File: src/design/gbcs_pkg.sv
// Shared types, widths, register indexes and codes for the grid bucket corner selector.
package gbcs_pkg;

  // Field widths.
  localparam int unsigned POS_W   = 12;
  localparam int unsigned LVL_W   = 3;
  localparam int unsigned SCORE_W = 16;
  localparam int unsigned CIDX_W  = 10;
  localparam int unsigned MODE_W  = 2;
  localparam int unsigned CS_W    = 9;
  localparam int unsigned GC_W    = 11;
  localparam int unsigned KEY_W   = 24;

  // Configuration port.
  localparam int unsigned CFG_IDX_W  = 2;
  localparam int unsigned CFG_DATA_W = 16;

  localparam logic [CFG_IDX_W-1:0] CFG_CELL_SIZE    = 2'd0;
  localparam logic [CFG_IDX_W-1:0] CFG_GRID_COLUMNS = 2'd1;
  localparam logic [CFG_IDX_W-1:0] CFG_SCORE_THRESH = 2'd2;

  localparam logic [CS_W-1:0]    CELL_SIZE_RST    = 9'd32;
  localparam logic [GC_W-1:0]    GRID_COLUMNS_RST = 11'd20;
  localparam logic [SCORE_W-1:0] SCORE_THRESH_RST = 16'd320;

  // Item modes.
  localparam logic [MODE_W-1:0] MODE_MARK  = 2'd0;
  localparam logic [MODE_W-1:0] MODE_OFFER = 2'd1;
  localparam logic [MODE_W-1:0] MODE_DRAIN = 2'd2;

  // Default sizes.
  localparam int unsigned MAX_CELLS_DEF  = 1024;
  localparam int unsigned MAX_LEVELS_DEF = 8;

  // Stored winner of one cell, x in the low bits.
  typedef struct packed {
    logic [SCORE_W-1:0] score;
    logic [LVL_W-1:0]   level;
    logic [POS_W-1:0]   y;
    logic [POS_W-1:0]   x;
  } entry_t;

  // One word of the cell memory.
  typedef struct packed {
    logic   occupied;
    logic   valid;
    entry_t entry;
  } cell_word_t;

  // Result of the two-lane divider.
  typedef struct packed {
    logic             done;
    logic [POS_W-1:0] qx;
    logic [POS_W-1:0] qy;
  } div_res_t;

endpackage

File: src/design/gbcs_div.sv
// Two-lane restoring divider that bins x and y by the cell size, one quotient bit per cycle.
module gbcs_div
  import gbcs_pkg::*;
(
  input  logic             clk_i,
  input  logic             rst_ni,
  input  logic             start_i,
  input  logic [CS_W-1:0]  divisor_i,
  input  logic [POS_W-1:0] dividend_x_i,
  input  logic [POS_W-1:0] dividend_y_i,
  output div_res_t         res_o
);

  localparam int unsigned CntW = $clog2(POS_W);

  logic            run_q, run_d;
  logic            done_q, done_d;
  logic [CntW-1:0] cnt_q, cnt_d;
  logic [CS_W-1:0] dvs_q;
  logic [POS_W-1:0] quo_x_q, quo_x_d, quo_y_q, quo_y_d;
  logic [CS_W-1:0]  rem_x_q, rem_x_d, rem_y_q, rem_y_d;
  logic [CS_W:0]    sh_x, sh_y;
  logic             ge_x, ge_y;

  // One restoring step in each lane.
  always_comb begin
    sh_x = {rem_x_q, quo_x_q[POS_W-1]};
    sh_y = {rem_y_q, quo_y_q[POS_W-1]};
    ge_x = sh_x >= {1'b0, dvs_q};
    ge_y = sh_y >= {1'b0, dvs_q};
  end

  // Step control: load on start, then POS_W steps.
  always_comb begin
    run_d   = run_q;
    done_d  = 1'b0;
    cnt_d   = cnt_q;
    quo_x_d = quo_x_q;
    quo_y_d = quo_y_q;
    rem_x_d = rem_x_q;
    rem_y_d = rem_y_q;
    if (start_i) begin
      run_d   = 1'b1;
      cnt_d   = '0;
      quo_x_d = dividend_x_i;
      quo_y_d = dividend_y_i;
      rem_x_d = '0;
      rem_y_d = '0;
    end else if (run_q) begin
      quo_x_d = {quo_x_q[POS_W-2:0], ge_x};
      quo_y_d = {quo_y_q[POS_W-2:0], ge_y};
      rem_x_d = ge_x ? CS_W'(sh_x - {1'b0, dvs_q}) : sh_x[CS_W-1:0];
      rem_y_d = ge_y ? CS_W'(sh_y - {1'b0, dvs_q}) : sh_y[CS_W-1:0];
      cnt_d   = cnt_q + 1'b1;
      if (cnt_q == CntW'(POS_W - 1)) begin
        run_d  = 1'b0;
        done_d = 1'b1;
      end
    end
  end

  // Control registers.
  always_ff @(posedge clk_i or negedge rst_ni) begin
    if (!rst_ni) begin
      run_q  <= 1'b0;
      done_q <= 1'b0;
      cnt_q  <= '0;
    end else begin
      run_q  <= run_d;
      done_q <= done_d;
      cnt_q  <= cnt_d;
    end
  end

  // Datapath registers.
  always_ff @(posedge clk_i) begin
    if (start_i) begin
      dvs_q <= divisor_i;
    end
    quo_x_q <= quo_x_d;
    quo_y_q <= quo_y_d;
    rem_x_q <= rem_x_d;
    rem_y_q <= rem_y_d;
  end

  assign res_o.done = done_q;
  assign res_o.qx   = quo_x_q;
  assign res_o.qy   = quo_y_q;

endmodule

File: config.mk
export PLATFORM = sky130hd
export DESIGN_NAME = gbcs_div
export DESIGN_NICKNAME = d
export VERILOG_FILES = /design/src/design/gbcs_pkg.sv /design/src/design/gbcs_div.sv
export SDC_FILE = /design/constraint.sdc
export NUM_CORES = 1
export LEC_CHECK = 0
export BUFFER_PORTS_ARGS = -buffer_cell sky130_fd_sc_hd__clkbuf_2
export CAP_MARGIN = 20
export CORE_MARGIN = 3
export CORE_UTILIZATION = 40
export DETAILED_ROUTE_END_ITERATION = 8
export SKIP_LAST_GASP = 1
export SYNTH_ARGS = -nofsm -noshare
export SYNTH_HDL_FRONTEND = slang
export SYNTH_SLANG_ARGS = --single-unit
File: constraint.sdc
create_clock -name clk_i -period 3.4 [get_ports clk_i]
set_clock_uncertainty 0.05 [all_clocks]
set_input_delay 0.51 -clock clk_i [delete_from_list [all_inputs] [get_ports clk_i]]
set_output_delay 0.51 -clock clk_i [all_outputs]
set_load 0.05 [all_outputs]
== After elaboration in Yosys (flattened, before gate mapping) ==
Cells that the tools add are included.
Widths: inputs -> output; s select.

* Memories kept: 0
* Latch bits: 0
* Bits in read-only memories: 0
* Memory bits (writable): 0
* Output and inout bits: 25
* Input bits: 36
* Flip-flop bits (word level): 57

* Add/subtract/negate cells: 3
* Mux-type cells: 14
* Multipliers: 0
* Bitwise gates (word level): 0
* Equality and inequality tests: 1
* Reduce and logical (&&, ||, !) cells: 1
* Magnitude comparators: 2
* Divide/modulo/power cells: 0
* Shift operators: 0

{| class="wikitable"
|+ Operators with widths
! cell !! number
|-
| $mux 12 || 4
|-
| $ge 10x9->1 || 2
|-
| $mux 9 || 2
|-
| $sub 9x9->9 || 2
|-
| $mux 4 || 2
|-
| $mux 1 || 6
|-
| $add 4x1->4 const B || 1
|-
| $eq 4x4->1 const B || 1
|-
| $reduce_bool 2->1 || 1
|}

== Longest topological paths before layout ==
* Depth after elaboration: 4
* Gate-level depth with buffers: 10
* Mapped depth without buffers: 9

== Worst setup path before layout ==
OpenSTA, ideal clock, no wires.

* Path kind: reg2reg
* Start: reg quo_y_q[11]
* End: reg quo_y_q[0] (data pin)
* Cell stages (with the launch flop): 11
* Data required time: 3090 ps
* Buffers on the path: 1
* Clock period less this slack: 2787 ps
* Arrival: 2477 ps
* Slack: 613 ps
* Cells stage by stage: edfxtp_1 inv_1 ha_1 inv_1 fa_1 a211oi_2 o31ai_2 a211oi_4 buf_6 inv_2 mux2_2

* Longest elaborated chain between the ends: 3

{| class="wikitable"
|+ RTL lines
! what !! line !! text
|-
| start: declaration || gbcs_div.sv:20 || <nowiki>logic [POS_W-1:0] quo_x_q, quo_x_d, quo_y_q, quo_y_d;</nowiki>
|-
| start signal: assignment || gbcs_div.sv:81 || <nowiki>quo_y_q <= quo_y_d;</nowiki>
|-
| $ge 10x9->1 || gbcs_div.sv:30 || <nowiki>ge_y = sh_y >= {1'b0, dvs_q};</nowiki>
|-
| $mux 12 || gbcs_div.sv:49 || <nowiki>end else if (run_q) begin</nowiki>
|-
| $mux 12 || gbcs_div.sv:42 || <nowiki>if (start_i) begin</nowiki>
|-
| via quo_y_d[0] || gbcs_div.sv:20 ||
|}

The timed path passes the listed nets, and every way through them passes these cells. The select of a mux whose other input is x is not followed.
A chain may end at the register's enable or synchronous reset.

== Worst setup path in the final report ==
* Start: reg quo_y_q[11]
* End: reg rem_y_q[3]

* Longest elaborated chain between the ends: 2
* Elaborated cells on any way between the ends: 3
* Those cells by class: add/sub (1); order compare (1); mux (1)

{| class="wikitable"
|+ RTL lines
! what !! line !! text
|-
| $sub 9x9->9 or $ge 10x9->1 (tied branches) || gbcs_div.sv:53, gbcs_div.sv:30 ||
|-
| $mux 9 * || gbcs_div.sv:53 || <nowiki>rem_y_d = ge_y ? CS_W'(sh_y - {1'b0, dvs_q}) : sh_y[CS_W-1:0];</nowiki>
|-
| end signal: assignment || gbcs_div.sv:83 || <nowiki>rem_y_q <= rem_y_d;</nowiki>
|-
| end: declaration || gbcs_div.sv:21 || <nowiki>logic [CS_W-1:0] rem_x_q, rem_x_d, rem_y_q, rem_y_d;</nowiki>
|}

Mark *: on every way between the ends. The rest lies on a longest branch, timed or not.

==> results.sh <==
export IMPL_ys_ff_latch=57
export IMPL_synth_edf_count=33
export IMPL_placed_area_sq_um=3667
export IMPL_clk_pin_slew_ns=0.07
export IMPL_yosys_cell_types_count=52
export IMPL_r2r_end="rem_y_q[3]"
export IMPL_ir_drop_v=0.0003267
export IMPL_grt_overflow=0
export IMPL_ios=61
export IMPL_vias=2423
export IMPL_max_freq_mhz=371.7
export IMPL_cts_inserted_buffers=9
export IMPL_final_antenna_net_count=0
export IMPL_cts_num_sinks=57
export IMPL_routed_via_density=5.290
export IMPL_hold_end="dvs_q[2]"
export IMPL_r2r_start="quo_y_q[11]"
export IMPL_multi_input_area_sq_um=1625
export IMPL_fin_area_sq_um=3864
export IMPL_synth_ff_type="edfxtp_1"
export IMPL_cts_root_buf="clkbuf_8"
export IMPL_drtPass1Iterations=4
export IMPL_core_area_sq_um=7807
export IMPL_cp_max_fo=8
export IMPL_end_kind="register"
export IMPL_antenna_found_initial=0
export IMPL_register_area_sq_um=1501
export IMPL_arrival_ns=2.84
export IMPL_area_growth_pct=18.59
export IMPL_whs_path_depth=1
export IMPL_min_period_ns=2.690
export IMPL_maxCapViolations=0
export IMPL_fin_cells=458
export IMPL_p_leak_nw=1.762
export IMPL_cp_start_kind="register"
export IMPL_synth_nets=343
export IMPL_grt_max_degree=26
export IMPL_cts_resized=0
export IMPL_critical_path_class="reg -> reg"
export IMPL_async_reset_ff_share_pct=10.53
export IMPL_min_period_over_period_pct=79.12
export IMPL_htreeDepth=3
export IMPL_dp_hpwl_microns=5106
export IMPL_finalSetupViolCount=0
export IMPL_hp_start="divisor_i[2]"
export IMPL_syn_cell_area_sq_um=3258
export IMPL_reg2reg_slack_ns=0.71
export IMPL_yosysWarnings=0
export IMPL_syn_avg_cell_area_sq_um=11.39
export IMPL_yosysSeqAreaShare_pct=46.08
export IMPL_place_inst=441
export IMPL_setup_tns_ns=0
export IMPL_n_fill_cell=738
export IMPL_numPortBuffers=60
export IMPL_syn_instance_count=286
export IMPL_clockBufferDepth=2
export IMPL_antenna_cells=0
export IMPL_worstPathRequired_ns=3.55
export IMPL_timing_final_ws_setup_ns=0.7098
export IMPL_start_util_pct=41.73
export IMPL_grt_pass1_wl_microns=11210
export IMPL_holdWs_ns=0.2925
export IMPL_row_count=32
export IMPL_post_cts_buffers=0
export IMPL_dieArea_sq_um=9264
export IMPL_clock_latency_ns=0.34
export IMPL_drcViolationCount=0
export IMPL_rsz0062_at_grt="false"
export IMPL_status="finished clean"
export IMPL_tightest_slew_ns=0.5735
export IMPL_grt_pass1_vias=2406
export IMPL_power_density_nw_per_um2=775.9
export IMPL_hold_viol_final=0
export IMPL_worstRegToRegCells=10
export IMPL_drtIter0Drc=48
export IMPL_hold_path_class="in -> reg"
export IMPL_drv_slew=0
export IMPL_routedWlPerCell_microns=14.98
export IMPL_fp_dieW_microns=96.25
export IMPL_drive_gt1_share_pct=32.58
export IMPL_gr_usage_all_layers_pct=15.81
export IMPL_cts_tree="done"
export IMPL_die_y_microns=96.25
export IMPL_wl_microns=6861
export IMPL_place_ws_ns=0.6972
export IMPL_relSlewSlack_pct=61.76
export IMPL_gp_congestion=0.8210
export IMPL_finalNetCount=408
## cells in the final DEF (no fill, tap or decap), types with 10 or more instances in the layout
cell type  Yosys  layout
nand2_1       10      10
dfxtp_1       18      18
edfxtp_1      33      33
nor2_1        24      24
mux2i_1       12      12
ha_1          19      19
mux2_2        23      23
clkbuf_2       0      60
inv_1         15      15
## timing repair
item | CTS | global route
endpoints found under the setup margin | 0 | 0
endpoints found under the hold margin | 6 | 0
hold buffers | 1 | 0
## per-stage QoR
stage | util, % | total power, mW
6_report | 49.49 | 2.998
5_1_grt | 49.49 | 3.206
4_1_cts | 49.49 | 3.019
3_5_place_dp | 46.97 | 2.391
3_3_place_gp | 46.97 | 2.380
2_1_floorplan | - | 2.126
## power breakdown
part	switching [mW]	internal [mW]
registers	0.113	0.895
logic	0.793	0.583
clock network	0.281	0.333
## area by class of cell
cell class | count | share of cell area [%]
multi-input combinational | 199 | 42.07
clock inverter | 6 | 1.522
sequential | 57 | 38.86
timing repair buffer | 68 | 9.391
clock buffer | 10 | 3.303
inverter | 16 | 1.554
tap | 102 | 3.303
## worst max path at each step
stage / startpoint / endpoint
6_report: quo_y_q[11] / rem_y_q[3]
5_1_grt: quo_y_q[11] / rem_y_q[4]
4_1_cts: quo_y_q[11] / rem_y_q[3]
3_5_place_dp: quo_y_q[11] / rem_y_q[1]
3_3_place_gp: quo_y_q[11] / rem_y_q[4]
2_1_floorplan: quo_y_q[11] / quo_y_q[0]
## registers in the layout, indices dropped and copies added, names as in the netlist
register and flops:
quo_x_q 12, dvs_q 9, rem_x_q 9, cnt_q 4, quo_y_q 12, rem_y_q 9
done_q 1, run_q 1
## worst max-delay path, cell delays in order, from the launching register on
cell      delay (ns)
edfxtp_1        0.42
inv_1           0.08
ha_1            0.16
inv_1           0.06
fa_1            0.41
a211oi_2        0.25
o31ai_2         0.15
a211oi_4        0.43
buf_4           0.25
mux2i_1         0.21
a211oi_1        0.09
## routing by layer
layer	share of wire, %	up-vias	track usage (%)	wire (microns)
li1	-	1194	-	-
met1	44	1165	19.65	3048
met2	50	48	25.88	3454
met3	2.9	16	2.737	198
met4	2.3	0	8.768	160
met5	0	-	0	0
## synthesized netlist by cell type, types with 5 or more instances
| cell | instances | area, sq um |
|---|---|---|
| dfrtp_1 | 6 | 150.1 |
| a21o_1 | 6 | 45.04 |
| clkbuf_1 | 11 | 41.29 |
| xnor2_1 | 5 | 43.79 |
| xor2_1 | 9 | 78.83 |
| ha_1 | 19 | 237.7 |
| nand2b_1 | 5 | 31.28 |
| nor2_1 | 24 | 90.09 |
| nand2_1 | 10 | 37.54 |
| dfxtp_1 | 18 | 360.4 |
| mux2_2 | 23 | 259.0 |
| a311oi_1 | 5 | 43.79 |
| nand3_1 | 6 | 30.03 |
| edfxtp_1 | 33 | 991.0 |
| inv_1 | 15 | 56.30 |
| mux2i_1 | 12 | 120.1 |
| a211oi_1 | 8 | 60.06 |
| a21oi_1 | 7 | 35.03 |
## cells by family (layout without fill, tap and decap cells)
| group | Yosys count | in the layout | synth area share, % |
|---|---|---|---|
| AO/OA/AOI/OAI | 53 | 53 | 13.36 |
| buffers and inverters | 30 | 100 | 4.032 |
| flip-flops | 57 | 57 | 46.08 |
| XOR/XNOR | 14 | 14 | 3.764 |
| multiplexers | 35 | 35 | 11.64 |
| AND/OR/NAND/NOR | 76 | 76 | 12.60 |
| adder cells (fa/ha/maj) | 21 | 21 | 8.525 |
Power figures use the tool's default switching activity.
